**src/rtl/core/bed_pkg.sv**
```systemverilog
// ----------------------------------------------------------------------------
// Backslash escape decoder package
// Shared types, character constants and the simple escape table.
// ----------------------------------------------------------------------------
package bed_pkg;

  localparam int BYTE_W   = 8;
  localparam int OCT_BASE = 8;
  localparam int OCT_BITS = $clog2(OCT_BASE);

  localparam logic [BYTE_W-1:0] CH_BSLASH = 8'h5C;
  localparam logic [BYTE_W-1:0] CH_C      = 8'h63;
  localparam logic [BYTE_W-1:0] CH_ZERO   = 8'h30;
  localparam logic [BYTE_W-1:0] CH_SEVEN  = 8'h37;

  // Parser modes. The unused code behaves as normal.
  localparam int MODE_W = 2;
  localparam logic [MODE_W-1:0] MODE_NORMAL = 2'd0;
  localparam logic [MODE_W-1:0] MODE_ESC    = 2'd1;
  localparam logic [MODE_W-1:0] MODE_OCT    = 2'd2;

  localparam int DIG_W = 2;
  localparam logic [DIG_W-1:0] OCT_MAX_DIGITS = 2'd3;

  // Result queue geometry.
  localparam int FIFO_DEPTH = 4;
  localparam int FIFO_AW    = $clog2(FIFO_DEPTH);
  localparam int CNT_W      = FIFO_AW + 1;
  localparam int NRES_W     = 2;

  typedef struct packed {
    logic [BYTE_W-1:0] data;
    logic              last;
  } item_t;

  typedef struct packed {
    logic [BYTE_W-1:0] data;
    logic              valid;
    logic              last;
    logic              stopped;
  } res_t;

  typedef struct packed {
    logic              hit;
    logic [BYTE_W-1:0] code;
  } esc_t;

  function automatic esc_t simple_escape(input logic [BYTE_W-1:0] b);
    esc_t e;
    e.hit = 1'b1;
    unique case (b)
      8'h61:     e.code = 8'd7;
      8'h62:     e.code = 8'd8;
      8'h66:     e.code = 8'd12;
      8'h6E:     e.code = 8'd10;
      8'h72:     e.code = 8'd13;
      8'h74:     e.code = 8'd9;
      8'h76:     e.code = 8'd11;
      CH_BSLASH: e.code = CH_BSLASH;
      default: begin
        e.hit  = 1'b0;
        e.code = '0;
      end
    endcase
    return e;
  endfunction

  function automatic logic is_octal(input logic [BYTE_W-1:0] b);
    return (b >= CH_ZERO) && (b <= CH_SEVEN);
  endfunction

endpackage

```
**src/rtl/core/bed_in_stage.sv**
```systemverilog
// ----------------------------------------------------------------------------
// Input stage
// Registers one request from the input channel until the decoder takes it.
// ----------------------------------------------------------------------------
module bed_in_stage (
  input  logic          clk,
  input  logic          rst_n,
  input  logic          in_tvalid,
  output logic          in_tready,
  input  logic [7:0]    in_tdata,
  input  logic          in_tlast,
  input  logic          take,
  output logic          item_valid,
  output bed_pkg::item_t item
);
  import bed_pkg::*;

  logic  valid_r, valid_nxt;
  item_t item_r;

  assign in_tready = !valid_r || take;

  always_comb begin
    valid_nxt = valid_r;
    if (in_tvalid && in_tready) begin
      valid_nxt = 1'b1;
    end else if (take) begin
      valid_nxt = 1'b0;
    end
  end

  always_ff @(posedge clk) begin
    if (!rst_n) begin
      valid_r <= 1'b0;
    end else begin
      valid_r <= valid_nxt;
    end
  end

  always_ff @(posedge clk) begin
    if (in_tvalid && in_tready) begin
      item_r.data <= in_tdata;
      item_r.last <= in_tlast;
    end
  end

  assign item_valid = valid_r;
  assign item       = item_r;

endmodule

```
**src/rtl/core/bed_decode.sv**
```systemverilog
// ----------------------------------------------------------------------------
// Escape decoder
// Parser state and the per-byte decode that yields zero to two results.
// ----------------------------------------------------------------------------
module bed_decode (
  input  logic                      clk,
  input  logic                      rst_n,
  input  logic                      item_valid,
  input  bed_pkg::item_t            item,
  input  logic                      stop_on_c,
  input  logic [bed_pkg::CNT_W-1:0] fifo_count,
  output logic                      take,
  output logic [bed_pkg::NRES_W-1:0] push_n,
  output bed_pkg::res_t             res0,
  output bed_pkg::res_t             res1
);
  import bed_pkg::*;

  logic [MODE_W-1:0] mode_r, mode_nxt;
  logic [BYTE_W-1:0] oval_r, oval_nxt;
  logic [DIG_W-1:0]  odig_r, odig_nxt;
  logic              stop_r, stop_nxt;

  logic [NRES_W-1:0] n;
  res_t              r0, r1;
  esc_t              esc;
  logic [BYTE_W-1:0] b;
  logic              last;
  logic [BYTE_W-1:0] digit;
  logic [BYTE_W-1:0] oct_acc;
  logic [DIG_W-1:0]  dig_inc;

  assign b       = item.data;
  assign last    = item.last;
  assign esc     = simple_escape(b);
  assign digit   = b - CH_ZERO;
  assign oct_acc = {oval_r[BYTE_W-OCT_BITS-1:0], digit[OCT_BITS-1:0]};
  assign dig_inc = odig_r + 1'b1;

  always_comb begin
    n        = '0;
    r0       = '0;
    r1       = '0;
    mode_nxt = mode_r;
    oval_nxt = oval_r;
    odig_nxt = odig_r;
    stop_nxt = stop_r;

    if (stop_r) begin
      // Everything is swallowed until the end of the string.
      if (last) begin
        r0 = '{data: '0, valid: 1'b0, last: 1'b1, stopped: 1'b1};
        n  = 2'd1;
      end
    end else if (mode_r == MODE_ESC) begin
      mode_nxt = MODE_NORMAL;
      if (esc.hit) begin
        r0 = '{data: esc.code, valid: 1'b1, last: last, stopped: 1'b0};
        n  = 2'd1;
      end else if (b == CH_C) begin
        if (stop_on_c) begin
          stop_nxt = 1'b1;
          if (last) begin
            r0 = '{data: '0, valid: 1'b0, last: 1'b1, stopped: 1'b1};
            n  = 2'd1;
          end
        end else begin
          r0 = '{data: CH_C, valid: 1'b1, last: last, stopped: 1'b0};
          n  = 2'd1;
        end
      end else if (is_octal(b)) begin
        oval_nxt = digit;
        odig_nxt = 2'd1;
        if (last) begin
          r0 = '{data: digit, valid: 1'b1, last: 1'b1, stopped: 1'b0};
          n  = 2'd1;
        end else begin
          mode_nxt = MODE_OCT;
        end
      end else begin
        // Unknown escape: the backslash and the character both pass.
        r0 = '{data: CH_BSLASH, valid: 1'b1, last: 1'b0, stopped: 1'b0};
        r1 = '{data: b, valid: 1'b1, last: last, stopped: 1'b0};
        n  = 2'd2;
      end
    end else if (mode_r == MODE_OCT) begin
      if (is_octal(b)) begin
        if (dig_inc == OCT_MAX_DIGITS || last) begin
          r0       = '{data: oct_acc, valid: 1'b1, last: last, stopped: 1'b0};
          n        = 2'd1;
          mode_nxt = MODE_NORMAL;
          oval_nxt = '0;
          odig_nxt = '0;
        end else begin
          oval_nxt = oct_acc;
          odig_nxt = dig_inc;
        end
      end else begin
        // The pending byte goes out first, then the character is handled.
        r0       = '{data: oval_r, valid: 1'b1, last: 1'b0, stopped: 1'b0};
        n        = 2'd1;
        mode_nxt = MODE_NORMAL;
        oval_nxt = '0;
        odig_nxt = '0;
        if (b == CH_BSLASH && !last) begin
          mode_nxt = MODE_ESC;
        end else begin
          r1 = '{data: b, valid: 1'b1, last: last, stopped: 1'b0};
          n  = 2'd2;
        end
      end
    end else begin
      mode_nxt = MODE_NORMAL;
      if (b == CH_BSLASH && !last) begin
        mode_nxt = MODE_ESC;
      end else begin
        r0 = '{data: b, valid: 1'b1, last: last, stopped: 1'b0};
        n  = 2'd1;
      end
    end

    if (last) begin
      mode_nxt = MODE_NORMAL;
      oval_nxt = '0;
      odig_nxt = '0;
      stop_nxt = 1'b0;
    end
  end

  // Only the registered fill level is used, so out_tready never reaches in_tready.
  assign take = item_valid &&
                (({1'b0, fifo_count} + (CNT_W+1)'(n)) <= (CNT_W+1)'(FIFO_DEPTH));

  assign push_n = take ? n : '0;
  assign res0   = r0;
  assign res1   = r1;

  always_ff @(posedge clk) begin
    if (!rst_n) begin
      mode_r <= MODE_NORMAL;
      oval_r <= '0;
      odig_r <= '0;
      stop_r <= 1'b0;
    end else if (take) begin
      mode_r <= mode_nxt;
      oval_r <= oval_nxt;
      odig_r <= odig_nxt;
      stop_r <= stop_nxt;
    end
  end

endmodule

```
**src/rtl/core/bed_out_fifo.sv**
```systemverilog
// ----------------------------------------------------------------------------
// Result queue
// Small queue that takes up to two results a cycle and drives the output.
// ----------------------------------------------------------------------------
module bed_out_fifo (
  input  logic                       clk,
  input  logic                       rst_n,
  input  logic [bed_pkg::NRES_W-1:0] push_n,
  input  bed_pkg::res_t              res0,
  input  bed_pkg::res_t              res1,
  output logic [bed_pkg::CNT_W-1:0]  count,
  output logic                       out_tvalid,
  input  logic                       out_tready,
  output bed_pkg::res_t              head
);
  import bed_pkg::*;

  res_t               mem_r [FIFO_DEPTH];
  logic [FIFO_AW-1:0] wr_ptr_r, wr_ptr_nxt;
  logic [FIFO_AW-1:0] rd_ptr_r, rd_ptr_nxt;
  logic [CNT_W-1:0]   count_r, count_nxt;
  logic               pop;
  logic [FIFO_AW-1:0] wr_ptr_p1;

  assign pop        = out_tvalid && out_tready;
  assign wr_ptr_p1  = wr_ptr_r + 1'b1;
  assign wr_ptr_nxt = wr_ptr_r + FIFO_AW'(push_n);
  assign rd_ptr_nxt = rd_ptr_r + FIFO_AW'(pop);
  assign count_nxt  = count_r + CNT_W'(push_n) - CNT_W'(pop);

  always_ff @(posedge clk) begin
    if (!rst_n) begin
      wr_ptr_r <= '0;
      rd_ptr_r <= '0;
      count_r  <= '0;
    end else begin
      wr_ptr_r <= wr_ptr_nxt;
      rd_ptr_r <= rd_ptr_nxt;
      count_r  <= count_nxt;
    end
  end

  always_ff @(posedge clk) begin
    if (push_n != '0) begin
      mem_r[wr_ptr_r] <= res0;
    end
    if (push_n == 2'd2) begin
      mem_r[wr_ptr_p1] <= res1;
    end
  end

  assign count      = count_r;
  assign out_tvalid = (count_r != '0);
  assign head       = mem_r[rd_ptr_r];

endmodule

```
**src/rtl/core/backslash_escape_decoder_unit.sv**
```systemverilog
// ----------------------------------------------------------------------------
// Backslash escape decoder
// Decodes C-style backslash escapes in a byte stream.
//
//   Channel  Dir  Requests carry
//   in_      in   tdata = character, tlast = end of string
//   out_     out  tdata = decoded byte, tuser = {stopped, byte_valid},
//                 tlast = final result of the string
//   cfg_     in   wr_data = stop on backslash-c
//
// Each byte passes the input register, is decoded combinationally and its zero,
// one or two results land in a four-entry result queue, which drives the
// single output port. The decoder takes the next byte while the queue has
// room for all of its results.
// Reset is synchronous; afterwards stop on backslash-c is enabled.
// A stalled output fills the queue and then holds off the input.
// ----------------------------------------------------------------------------
module backslash_escape_decoder_unit (
  input  logic       clk,
  input  logic       rst_n,
  input  logic       in_tvalid,
  output logic       in_tready,
  input  logic [7:0] in_tdata,   // [7:0] in_byte
  input  logic       in_tlast,
  output logic       out_tvalid,
  input  logic       out_tready,
  output logic [7:0] out_tdata,  // [7:0] out_byte
  output logic [1:0] out_tuser,  // [0] byte_valid, [1] stopped
  output logic       out_tlast,
  input  logic       cfg_wr_en,
  input  logic       cfg_wr_data
);
  import bed_pkg::*;

  logic              stop_on_c_r;
  logic              item_valid;
  item_t             item;
  logic              take;
  logic [NRES_W-1:0] push_n;
  res_t              res0, res1, head;
  logic [CNT_W-1:0]  fifo_count;

  always_ff @(posedge clk) begin
    if (!rst_n) begin
      stop_on_c_r <= 1'b1;
    end else if (cfg_wr_en) begin
      stop_on_c_r <= cfg_wr_data;
    end
  end

  bed_in_stage u_in (
    .clk        (clk),
    .rst_n      (rst_n),
    .in_tvalid  (in_tvalid),
    .in_tready  (in_tready),
    .in_tdata   (in_tdata),
    .in_tlast   (in_tlast),
    .take       (take),
    .item_valid (item_valid),
    .item       (item)
  );

  bed_decode u_dec (
    .clk        (clk),
    .rst_n      (rst_n),
    .item_valid (item_valid),
    .item       (item),
    .stop_on_c  (stop_on_c_r),
    .fifo_count (fifo_count),
    .take       (take),
    .push_n     (push_n),
    .res0       (res0),
    .res1       (res1)
  );

  bed_out_fifo u_fifo (
    .clk        (clk),
    .rst_n      (rst_n),
    .push_n     (push_n),
    .res0       (res0),
    .res1       (res1),
    .count      (fifo_count),
    .out_tvalid (out_tvalid),
    .out_tready (out_tready),
    .head       (head)
  );

  assign out_tdata = head.data;
  assign out_tuser = {head.stopped, head.valid};
  assign out_tlast = head.last;

endmodule

```
**config.mk**
```make
export PLATFORM = sky130hd
export DESIGN_NAME = backslash_escape_decoder_unit
export DESIGN_NICKNAME = d
export VERILOG_FILES = /design/src/rtl/core/bed_pkg.sv /design/src/rtl/core/bed_in_stage.sv /design/src/rtl/core/bed_decode.sv /design/src/rtl/core/bed_out_fifo.sv /design/src/rtl/core/backslash_escape_decoder_unit.sv
export SDC_FILE = /design/constraint.sdc
export NUM_CORES = 1
export LEC_CHECK = 0
export BUFFER_PORTS_ARGS = -buffer_cell sky130_fd_sc_hd__buf_4
export CORE_MARGIN = 2
export CORE_UTILIZATION = 30
export CTS_CLUSTER_DIAMETER = 150
export CTS_CLUSTER_SIZE = 28
export DETAILED_ROUTE_END_ITERATION = 8
export SETUP_SLACK_MARGIN = 0.3
export SLEW_MARGIN = 5
export SYNTH_ARGS = -nofsm -noshare
export SYNTH_HDL_FRONTEND = slang
export SYNTH_SLANG_ARGS = --single-unit
```
**constraint.sdc**
```tcl
create_clock -name clk -period 6.8 [get_ports clk]
set_input_delay 0.34 -clock clk [delete_from_list [all_inputs] [get_ports clk]]
set_output_delay 0.34 -clock clk [all_outputs]
set_load 0.03 [all_outputs]
```
==> flow_metrics.env, run 1 <==
export IMPL_status="complete, no violations"
export IMPL_vdd_ir_drop_max_mv=0.1077
export IMPL_fill_cells=1375
export IMPL_core_mm2=0.01404
export IMPL_die_width_um=124.4
export IMPL_detail_route_drc_violations=0
export IMPL_drt_wl_total_um=10980
export IMPL_critical_path_max_fanout=12
export IMPL_final_period_util_pct=76.91
export IMPL_fin_setup_tns_ns=0
export IMPL_post_synth_main_area_contributors="sky130_fd_sc_hd__edfxtp_1, sky130_fd_sc_hd__dfxtp_1, sky130_fd_sc_hd__mux4_2"
export IMPL_ctsHoldBuffers=0
export IMPL_async_reset_ff_share_pct=0
export IMPL_synthesis_instances=421
export IMPL_drt_iter0_drc=403
export IMPL_netlist_top_cells_count="sky130_fd_sc_hd__nand2_1, sky130_fd_sc_hd__edfxtp_1, sky130_fd_sc_hd__o22ai_1"
export IMPL_drt_pass1_iterations=5
export IMPL_ff_latch_area_mm2=0.001992
export IMPL_antenna_found_initial=0
export IMPL_crit_reg2reg_launch="u_in.item[5]$_DFFE_PP_"
export IMPL_cts_made_buffers=9
export IMPL_yosysMostFrequentCell="sky130_fd_sc_hd__nand2_1"
export IMPL_post_cts_repair_setup_buffers=0
export IMPL_cts_root_buf="sky130_fd_sc_hd__clkbuf_16"
export IMPL_share_of_layout_cells_above_drive_strength_1_pct=17.93
export IMPL_critical_path_endpoint_type="flip-flop"
export IMPL_final_core_util_pct=35.07
export IMPL_synth_largest_area_cell="sky130_fd_sc_hd__edfxtp_1"
export IMPL_holdPathStages=1
export IMPL_routed_wl_met2_um=5141
export IMPL_core_rowCount=43
export IMPL_cp_required_ns=6.79
export IMPL_seq_area_frac_synth_pct=45.83
export IMPL_route_antenna_remaining_nets=0
export IMPL_synth_enable_flop_cells=49
export IMPL_detailed_place_hpwl_um=8068
export IMPL_clock_buffer_depth=2
export IMPL_io_pin_count=28
export IMPL_timing_final_max_slew_violations=0
export IMPL_pre_cts_slack_ns=1.610
export IMPL_timing_hold_worst_class="in2reg"
export IMPL_grt_setup_unrepaired="false"
export IMPL_initial_utilization_pct=30.95
export IMPL_synthToLayoutAreaGrowth_pct=13.30
export IMPL_htree_num_levels=3
export IMPL_routabilityCongestion=0.9369
export IMPL_fp_dieH_um=124.4
export IMPL_worst_slew_margin_rel_pct=45.79
export IMPL_syn_area_per_cell_um2=10.32
export IMPL_finalCriticalPeriod_ns=5.230
export IMPL_synthesis_area_mm2=0.004347
export IMPL_ys_seq_elements=75
export IMPL_critical_path_startpoint_type="flip-flop"
export IMPL_final_hold_violation_count=0
export IMPL_num_antenna_cells=0
export IMPL_cap_violations=0
export IMPL_cts_tree="done"
export IMPL_fin_ws_ns=1.570
export IMPL_placement_io_buffers=27
export IMPL_tritoncts_num_sinks=75
export IMPL_finClkSkew_ns=0.01179
export IMPL_gr_usage_all_layers_pct=14.41
export IMPL_timing_hold_worst_start="in_tlast"
export IMPL_die_area_mm2=0.01547
export IMPL_design_final_nets=458
export IMPL_power_density_cell_area_mw_per_mm2=323.4
export IMPL_worst_reg_to_reg_path_cell_count=16
export IMPL_drt_met1_wl_um=4910
export IMPL_cts_resized=0
export IMPL_power_static_leakage_nw=1.650
export IMPL_synth_top_cell_area_share_pct=33.85
export IMPL_post_drt_wl_per_cell_um=17.85
export IMPL_cts_clk_slew_worst_paths_ns=0.06
export IMPL_grt_first_pass_wirelength_um=17930
export IMPL_critPathLaunch="u_in.item[5]$_DFFE_PP_"
export IMPL_synth_nets=449
export IMPL_tightest_slew_ns=0.8077
export IMPL_crit_arrival_ns=5.22
export IMPL_place_area_mm2=0.004633
export IMPL_first_global_vias=3308
export IMPL_met3_length_um=721
export IMPL_timing_fmax_ghz=0.1912
export IMPL_synthesis_yosys_warnings=0
export IMPL_worst_skew_pair_late_latency_ns=0.34
export IMPL_synth_flop_cell="sky130_fd_sc_hd__edfxtp_1"
export IMPL_grt_overflow_total=0
export IMPL_grt_max_degree=23
export IMPL_timing_worst_setup_path_type="reg2reg"
export IMPL_top_routing_layer_in_use="met4"
export IMPL_design_area_mm2=0.004925
export IMPL_avgViaCountPerCell=5.571
export IMPL_synth_lib_cells_used_distinct=68
export IMPL_multiInputGateArea_mm2=0.002135
export IMPL_finalSetupViolCount=0
export IMPL_via_count=3426
[sequential cells by signal (all words and copies together), names as in the netlist]
| name | count |
|---|---|
| u_fifo.rd_ptr_r | 2 |
| u_fifo.wr_ptr_r | 2 |
| u_fifo.count | 3 |
| u_fifo.mem_r | 44 |
| u_dec.stop_r | 1 |
| u_dec.mode_r | 2 |
| stop_on_c_r | 1 |
| u_in.item | 9 |
| u_in.item_valid | 1 |
| u_dec.oval_r | 8 |
| u_dec.odig_r | 2 |
[cell families (layout without fill, tap and decap cells)]
group                      after synthesis  count (layout)  share of synthesized area, %
and+or+nand+nor                        151             151                         18.54
AOI/OAI and AO/OA                      109             109                         17.73
DFF                                     75              75                         45.83
buffers and inverters                   48              62                         5.066
muxes                                   17              17                         7.139
adders and majority gates               13              13                         4.087
xor gates and xnor gates                 8               8                         1.612
[cell usage in the layout, fill, tap and decap left out, types with 5 or more instances in the layout]
master,Yosys,routed
sky130_fd_sc_hd__nand2_1,51,51
sky130_fd_sc_hd__edfxtp_1,49,49
sky130_fd_sc_hd__o22ai_1,36,36
sky130_fd_sc_hd__buf_4,0,29
sky130_fd_sc_hd__dfxtp_1,26,26
sky130_fd_sc_hd__a21oi_1,21,21
sky130_fd_sc_hd__nor2_1,19,19
sky130_fd_sc_hd__nand3_1,18,18
sky130_fd_sc_hd__inv_1,16,16
sky130_fd_sc_hd__and2_1,11,11
sky130_fd_sc_hd__mux4_2,11,11
sky130_fd_sc_hd__ha_1,11,11
sky130_fd_sc_hd__clkbuf_16,0,9
sky130_fd_sc_hd__nor3_1,8,8
sky130_fd_sc_hd__o21ai_0,9,8
sky130_fd_sc_hd__nor2b_1,7,7
sky130_fd_sc_hd__xnor2_1,6,6
sky130_fd_sc_hd__nand2b_1,5,5
sky130_fd_sc_hd__o2111ai_1,5,5
sky130_fd_sc_hd__a21boi_0,5,5
[stage by stage]
| step | instances | hold WS, ns | total power [mW] |
|---|---|---|---|
| 5_1_grt | 615 | 0.1620 | 1.671 |
| 3_5_place_dp | 599 | 0.4416 | 1.131 |
| 3_3_place_gp | 599 | 0.4378 | 1.123 |
| 2_1_floorplan | 421 | 0.4257 | 0.9882 |
| 6_report | 615 | 0.1741 | 1.593 |
| 4_1_cts | 615 | 0.1640 | 1.603 |
[critical path, cell delays in order (launching register included)]
cell	delay, ns
sky130_fd_sc_hd__edfxtp_1	0.52
sky130_fd_sc_hd__inv_1	0.10
sky130_fd_sc_hd__ha_1	0.19
sky130_fd_sc_hd__nand3b_1	0.20
sky130_fd_sc_hd__nor4_1	0.55
sky130_fd_sc_hd__o22a_1	0.24
sky130_fd_sc_hd__nor4_2	0.05
sky130_fd_sc_hd__nor3_4	0.41
sky130_fd_sc_hd__ha_1	0.27
sky130_fd_sc_hd__inv_1	0.06
sky130_fd_sc_hd__fa_1	0.46
sky130_fd_sc_hd__nor2b_1	0.17
sky130_fd_sc_hd__o22a_1	0.18
sky130_fd_sc_hd__and2_1	0.26
sky130_fd_sc_hd__nor2b_1	0.27
sky130_fd_sc_hd__nand3_1	0.42
sky130_fd_sc_hd__nand2_1	0.52
[report_power, final]
part	internal (mW)	leakage (nW)	switching [mW]
Clock	0.285	0.147	0.187
Sequential	0.546	0.655	0.0683
Combinational	0.209	0.848	0.298
Total	1.04	1.65	0.553
[metal layers]
metal,GRT usage (%),vias up
met3,3.522,16
met1,19.75,1654
met2,22.34,148
met5,0,-
met4,4.759,0
li1,-,1608
[path summary, 6_finish.rpt]
path	end	slack, ns
worst min register to register	u_fifo.mem_r[3][0]$_SDFFE_PP0P_	0.45
worst max register to register	u_fifo.mem_r[2][3]$_DFFE_PP_	1.57
worst min-delay path	u_in.item[0]$_DFFE_PP_	0.17
worst max-delay path	u_fifo.mem_r[2][3]$_DFFE_PP_	1.57
[area by class of cell]
cell class | instances | area share [%]
clock buffer | 10 | 4.649
clock inverter | 6 | 1.270
tap | 180 | 4.573
inverter | 17 | 1.296
multi-input combinational | 298 | 43.34
timing repair buffer | 29 | 4.421
sequential | 75 | 40.45
Power figures use the tool's default switching activity.
==> inputs of run 2 (changes only) <==
clock period = 5.3 ns   (was 6.8 ns; I/O delays follow)
==> run 2 against run 1 <==
Compared with the run above: non-clock buffer count is 11 higher; count of clock-buffer cells in the layout is 1 lower; highest routed layer unchanged; combinational power is 33% higher; via count is 0.85% higher; register-to-register slack worse by 0.91 ns; clock power is 37% higher; global-route usage hardly changed; sequential power is 27% higher; largest cell class unchanged; flip-flop and latch count stayed put; critical path type unchanged; cell count is 1.6% higher.
==> flow_metrics.env, run 2 (synthesis gave the netlist of run 1 again) <==
export IMPL_power_clock_fraction_pct=30.8
export IMPL_internal_mw=1.391
export IMPL_critical_path_max_fanout=8
export IMPL_timing_hold_worst_class="in2reg"
export IMPL_avgViaCountPerCell=5.528
export IMPL_post_drt_wl_per_cell_um=17.52
export IMPL_critical_path_reg2reg_endpoint="u_fifo.count[2]$_SDFF_PN0_"
export IMPL_critical_path_startpoint_type="flip-flop"
export IMPL_total_power_consumption_mw=2.101
export IMPL_finalSetupViolCount=0
export IMPL_htree_num_levels=3
export IMPL_worst_reg_to_reg_path_cell_count=19
export IMPL_gr_usage_all_layers_pct=14.40
export IMPL_route_antenna_remaining_nets=0
export IMPL_share_of_layout_cells_above_drive_strength_1_pct=21.12
export IMPL_design_area_mm2=0.005050
export IMPL_layoutNonFillerInstCount=625
export IMPL_grt_first_pass_wirelength_um=17890
export IMPL_cap_violations=0
export IMPL_cts_tree="done"
export IMPL_pwr_share_seq_pct=37.1
export IMPL_detail_route_drc_violations=0
export IMPL_power_static_leakage_nw=1.707
export IMPL_routabilityCongestion=0.9266
export IMPL_largest_register_ffs=44
export IMPL_clock_buffer_depth=2
export IMPL_vdd_ir_drop_max_mv=0.2107
export IMPL_crit_arrival_ns=4.87
export IMPL_worst_slew_margin_rel_pct=24.00
export IMPL_place_area_mm2=0.004693
export IMPL_detailed_place_hpwl_um=8126
export IMPL_timing_worst_setup_path_type="reg2reg"
export IMPL_crit_path_frequent_cell="sky130_fd_sc_hd__ha_1"
export IMPL_placement_io_buffers=27
export IMPL_crit_reg2reg_launch="u_in.item[5]$_DFFE_PP_"
export IMPL_critPathLaunch="u_in.item[5]$_DFFE_PP_"
export IMPL_placed_cells_incl_taps=607
export IMPL_cp_required_ns=5.53
export IMPL_die_width_um=124.4
export IMPL_power_net_switching_uw=710.1
export IMPL_logic_gate_share_of_total_power_pct=32.1
export IMPL_grt_max_degree=18
export IMPL_worstPathCellList="inv_1 -> ha_1 -> nand3b_1 -> or4b_1 -> nand2_1 -> nor4_2 -> nor3_4 -> ha_1 -> inv_1 -> fa_1 -> nor2b_1 -> o22a_1 -> and2_2 -> nand2_1 -> ha_1 -> fa_1 -> xnor2_1 -> xnor2_1 -> nor2_1"
export IMPL_cts_made_buffers=9
export IMPL_final_period_util_pct=87.57
export IMPL_worst_r2r_setup_slack_ns=0.66
export IMPL_via_count=3455
export IMPL_critical_path_endpoint_type="flip-flop"
export IMPL_drt_iter0_drc=327
export IMPL_timing_final_max_slew_violations=0
export IMPL_cts_clk_slew_worst_paths_ns=0.06
export IMPL_power_share_switching_pct=33.80
export IMPL_drt_pass1_iterations=5
export IMPL_timing_hold_worst_start="in_tdata[2]"
export IMPL_grt_overflow_total=0
export IMPL_first_global_vias=3237
export IMPL_core_mm2=0.01404
export IMPL_holdPathStages=1
export IMPL_antenna_found_initial=0
export IMPL_worst_skew_pair_late_latency_ns=0.34
export IMPL_critical_path_slowest_cell="sky130_fd_sc_hd__or4b_1"
export IMPL_die_area_mm2=0.01547
export IMPL_num_antenna_cells=0
export IMPL_tightest_slew_ns=1.128
export IMPL_status="complete, no violations"
export IMPL_largest_register="u_fifo.mem_r"
export IMPL_power_density_cell_area_mw_per_mm2=416.0
export IMPL_drt_wl_total_um=10950
export IMPL_fp_dieH_um=124.4
export IMPL_io_pin_count=28
export IMPL_synthToLayoutAreaGrowth_pct=16.18
export IMPL_min_delay_worst_endpoint="u_in.item[3]$_DFFE_PP_"
export IMPL_final_cell_mix="sky130_fd_sc_hd__nand2_1, sky130_fd_sc_hd__edfxtp_1, sky130_fd_sc_hd__buf_4"
export IMPL_finalCriticalPeriod_ns=4.641
export IMPL_final_hold_violation_count=0
export IMPL_tritoncts_num_sinks=75
export IMPL_cts_root_buf="sky130_fd_sc_hd__clkbuf_16"
export IMPL_design_final_nets=469
export IMPL_finClkSkew_ns=0.01011
export IMPL_timing_fmax_ghz=0.2155
export IMPL_fin_setup_tns_ns=0
export IMPL_core_rowCount=43
export IMPL_slowest_delay_ns=0.59
export IMPL_initial_utilization_pct=30.95
export IMPL_grt_setup_unrepaired="false"
## run 2: cell count changes in the layout (fill, tap and decap cells not counted), moves of 2 or more
cell                       before  now
sky130_fd_sc_hd__nand2_1       51   49
sky130_fd_sc_hd__buf_4         29   40
sky130_fd_sc_hd__nor4_2         1    3
sky130_fd_sc_hd__nor4_1         3    1
sky130_fd_sc_hd__nand2_2        0    2
sky130_fd_sc_hd__clkinv_2       3    1
## run 2: power by group through the flow
stage	clock [mW]	combinational, mW	sequential (mW)
floorplan	0	0.530	0.738
global placement	0	0.651	0.792
detailed placement	0	0.664	0.795
CTS	0.660	0.672	0.783
global route	0.684	0.732	0.792
finish	0.647	0.674	0.779
## run 2: final cells by class
class,count,area [um^2]
fill,1400,8992
inverter,17,63.81
clock inverter,6,90.09
tap,180,225.2
timing repair buffer,40,300.3
multi-input combinational,298,2153
sequential,75,1992
clock buffer,9,225.2
## run 2: timing repair
action                     CTS  global route
hold buffers                 0             0
buffers inserted             1             2
cloned                       0             0
gates resized for setup      1             4
pin swaps                    1             0
setup endpoints to repair   21            31
## run 2: worst max-delay path by stage
| stage | endpoint | slack, ns | cells past startpoint |
|---|---|---|---|
| after global placement | u_fifo.mem_r[1][6]$_DFFE_PP_ | 0.41 | 16 |
| final | u_fifo.count[2]$_SDFF_PN0_ | 0.66 | 19 |
| after global routing | u_fifo.count[2]$_SDFF_PN0_ | 0.37 | 19 |
| after detailed placement | u_fifo.mem_r[1][6]$_DFFE_PP_ | 0.19 | 15 |
| after CTS | u_fifo.count[2]$_SDFF_PN0_ | 0.56 | 19 |
| after floorplan | u_fifo.count[2]$_SDFF_PN0_ | 0.70 | 20 |
## run 2: worst max-delay path, delay by kind of cell (launching register included)
| family | cells | cell delay [ns] |
|---|---|---|
| simple gates | 9 | 1.78 |
| fa+ha+maj | 5 | 1.63 |
| flops | 1 | 0.48 |
| xor+xnor | 2 | 0.32 |
| compound gates | 1 | 0.17 |
| buf+inv | 2 | 0.15 |
## run 2: metal layers
layer	share of wire (%)	GRT usage (%)	wire length, um
met2	47	22.60	5099
met4	2.3	5.750	257
met3	5.9	3.136	641
met5	0	0	0
met1	45	19.35	4952
## run 2: metrics by stage
stage                     hold WS [ns]  setup WS (ns)  util (%)
after floorplan                 0.3639         0.6980         -
after global placement          0.4383         0.4140     33.42
after detailed placement        0.4445         0.1922     33.42
after CTS                      0.09153         0.5567     35.74
after global routing           0.09133         0.3662     35.96
final                           0.1006         0.6585     35.96
==> inputs of run 3 (changes only) <==
CTS_BUF_LIST = sky130_fd_sc_hd__clkbuf_4 sky130_fd_sc_hd__clkbuf_8   (was not set)
SLEW_MARGIN = 20   (was 5)
==> run 3 against run 2 <==
Compared with the run above: non-clock buffer count unchanged; setup slack got worse by 0.023 ns; core utilization decreased by 0.73 points.
==> flow_metrics.env, run 3 (synthesis gave the netlist of run 1 again) <==
export IMPL_grt_setup_unrepaired="false"
export IMPL_cts_root_buf="sky130_fd_sc_hd__clkbuf_8"
export IMPL_initial_utilization_pct=30.95
export IMPL_design_final_nets=469
export IMPL_timing_hold_worst_start="in_tlast"
export IMPL_critical_path_endpoint_type="flip-flop"
export IMPL_via_count=3422
export IMPL_grt_overflow_total=0
export IMPL_cp_required_ns=5.55
export IMPL_num_antenna_cells=0
export IMPL_hold_worst_slack_ns=0.08681
export IMPL_post_drt_wl_per_cell_um=17.44
export IMPL_holdPathStages=1
export IMPL_fill_cells=1409
export IMPL_clock_buffer_depth=2
export IMPL_critical_path_reg2reg_endpoint="u_fifo.count[2]$_SDFF_PN0_"
export IMPL_timing_worst_setup_path_type="reg2reg"
export IMPL_drt_iter0_drc=276
export IMPL_tritoncts_num_sinks=75
export IMPL_power_density_cell_area_mw_per_mm2=389.8
export IMPL_htree_num_levels=3
export IMPL_timing_hold_worst_class="in2reg"
export IMPL_min_delay_worst_endpoint="u_in.item[0]$_DFFE_PP_"
export IMPL_vdd_ir_drop_max_mv=0.1664
export IMPL_cts_tree="done"
export IMPL_critical_path_slowest_cell="sky130_fd_sc_hd__or4b_1"
export IMPL_worst_reg_to_reg_path_cell_count=19
export IMPL_io_pin_count=28
export IMPL_worst_slew_margin_rel_pct=47.09
export IMPL_synthToLayoutAreaGrowth_pct=13.82
export IMPL_drt_wl_total_um=10900
export IMPL_avgViaCountPerCell=5.475
export IMPL_drt_pass1_iterations=5
export IMPL_detailed_place_hpwl_um=8126
export IMPL_die_area_mm2=0.01547
export IMPL_placement_io_buffers=27
export IMPL_finClkSkew_ns=0.01466
export IMPL_crit_reg2reg_launch="u_in.item[5]$_DFFE_PP_"
export IMPL_ctsHoldBuffers=0
export IMPL_fin_ws_ns=0.6355
export IMPL_critical_path_max_fanout=8
export IMPL_critPathLaunch="u_in.item[5]$_DFFE_PP_"
export IMPL_ff_latch_area_mm2=0.001992
export IMPL_routabilityCongestion=0.9266
export IMPL_pre_cts_slack_ns=0.1922
export IMPL_route_antenna_remaining_nets=0
export IMPL_share_of_layout_cells_above_drive_strength_1_pct=20.90
export IMPL_final_cell_mix="sky130_fd_sc_hd__nand2_1, sky130_fd_sc_hd__edfxtp_1, sky130_fd_sc_hd__buf_4"
export IMPL_timing_fmax_ghz=0.2144
export IMPL_tightest_slew_ns=0.7925
export IMPL_gr_usage_all_layers_pct=14.32
export IMPL_antenna_found_initial=0
export IMPL_crit_path_frequent_cell="sky130_fd_sc_hd__ha_1"
export IMPL_first_global_vias=3193
export IMPL_core_mm2=0.01404
export IMPL_worstPathCellList="inv_1 -> ha_1 -> nand3b_1 -> or4b_1 -> nand2_1 -> nor4_2 -> nor3_4 -> ha_1 -> inv_1 -> fa_1 -> nor2b_1 -> o22a_1 -> and2_1 -> nand2_1 -> ha_1 -> fa_1 -> xnor2_1 -> xnor2_1 -> nor2_1"
export IMPL_multiInputGateArea_mm2=0.002152
export IMPL_status="complete, no violations"
export IMPL_fin_setup_tns_ns=0
export IMPL_crit_arrival_ns=4.91
export IMPL_final_period_util_pct=88.01
export IMPL_largest_register_ffs=44
export IMPL_placed_cells_incl_taps=607
export IMPL_critical_path_startpoint_type="flip-flop"
export IMPL_slowest_delay_ns=0.59
export IMPL_grt_first_pass_wirelength_um=17750
export IMPL_finalSetupViolCount=0
export IMPL_die_width_um=124.4
export IMPL_worst_r2r_setup_slack_ns=0.64
export IMPL_critical_path_top_delay_family="simple AND/OR/NAND/NOR gates"
export IMPL_finalCriticalPeriod_ns=4.664
export IMPL_cap_violations=0
export IMPL_buffers_and_inverters_on_the_worst_path=2
export IMPL_grt_max_degree=18
export IMPL_detail_route_drc_violations=0
export IMPL_cts_made_buffers=9
export IMPL_final_hold_violation_count=0
export IMPL_timing_final_max_slew_violations=0
export IMPL_cts_clk_slew_worst_paths_ns=0.09
export IMPL_power_static_leakage_nw=1.660
export IMPL_fp_dieH_um=124.4
export IMPL_core_rowCount=43
export IMPL_layoutNonFillerInstCount=625
export IMPL_largest_register="u_fifo.mem_r"
export IMPL_worst_skew_pair_late_latency_ns=0.36
[run 3: how the worst max path moves through the flow]
stage	endpoint	cells past startpoint	slack, ns
6_report	u_fifo.count[2]$_SDFF_PN0_	19	0.64
5_1_grt	u_fifo.count[2]$_SDFF_PN0_	18	0.30
4_1_cts	u_fifo.count[2]$_SDFF_PN0_	19	0.58
3_5_place_dp	u_fifo.mem_r[1][6]$_DFFE_PP_	15	0.19
3_3_place_gp	u_fifo.mem_r[1][6]$_DFFE_PP_	16	0.41
2_1_floorplan	u_fifo.count[2]$_SDFF_PN0_	20	0.70
[run 3: what timing repair did]
action                     4_1_cts  5_1_grt
pin swaps                        1        0
resized for setup                1        3
setup buffers                    1        2
setup endpoints to repair       21       23
[run 3: stage by stage]
stage	cell area [um^2]	utilization, %	total power, mW
4_1_cts	4917	35.02	1.944
2_1_floorplan	4347	-	1.268
5_1_grt	4947	35.23	2.037
3_3_place_gp	4693	33.42	1.443
3_5_place_dp	4693	33.42	1.460
6_report	4947	35.23	1.929
[run 3: per-layer routing]
metal	global-route usage [%]	vias to the layer above	routed length [um]
met1	19.76	1639	4962
li1	-	1627	-
met2	22.24	142	5040
met4	5.221	0	223
met5	0	-	0
met3	2.921	14	676
[run 3: layout make-up]
class | count | area share, %
multi-input combinational | 298 | 43.50
tap | 180 | 4.552
clock inverter | 6 | 1.821
timing repair buffer | 40 | 6.070
sequential | 75 | 40.26
clock buffer | 9 | 2.504
inverter | 17 | 1.290
[run 3: report_power, final]
part | internal, mW | total, mW | switching (mW)
clock network | 0.264 | 0.478 | 0.214
logic | 0.280 | 0.673 | 0.394
registers | 0.699 | 0.778 | 0.0789
total | 1.24 | 1.93 | 0.686
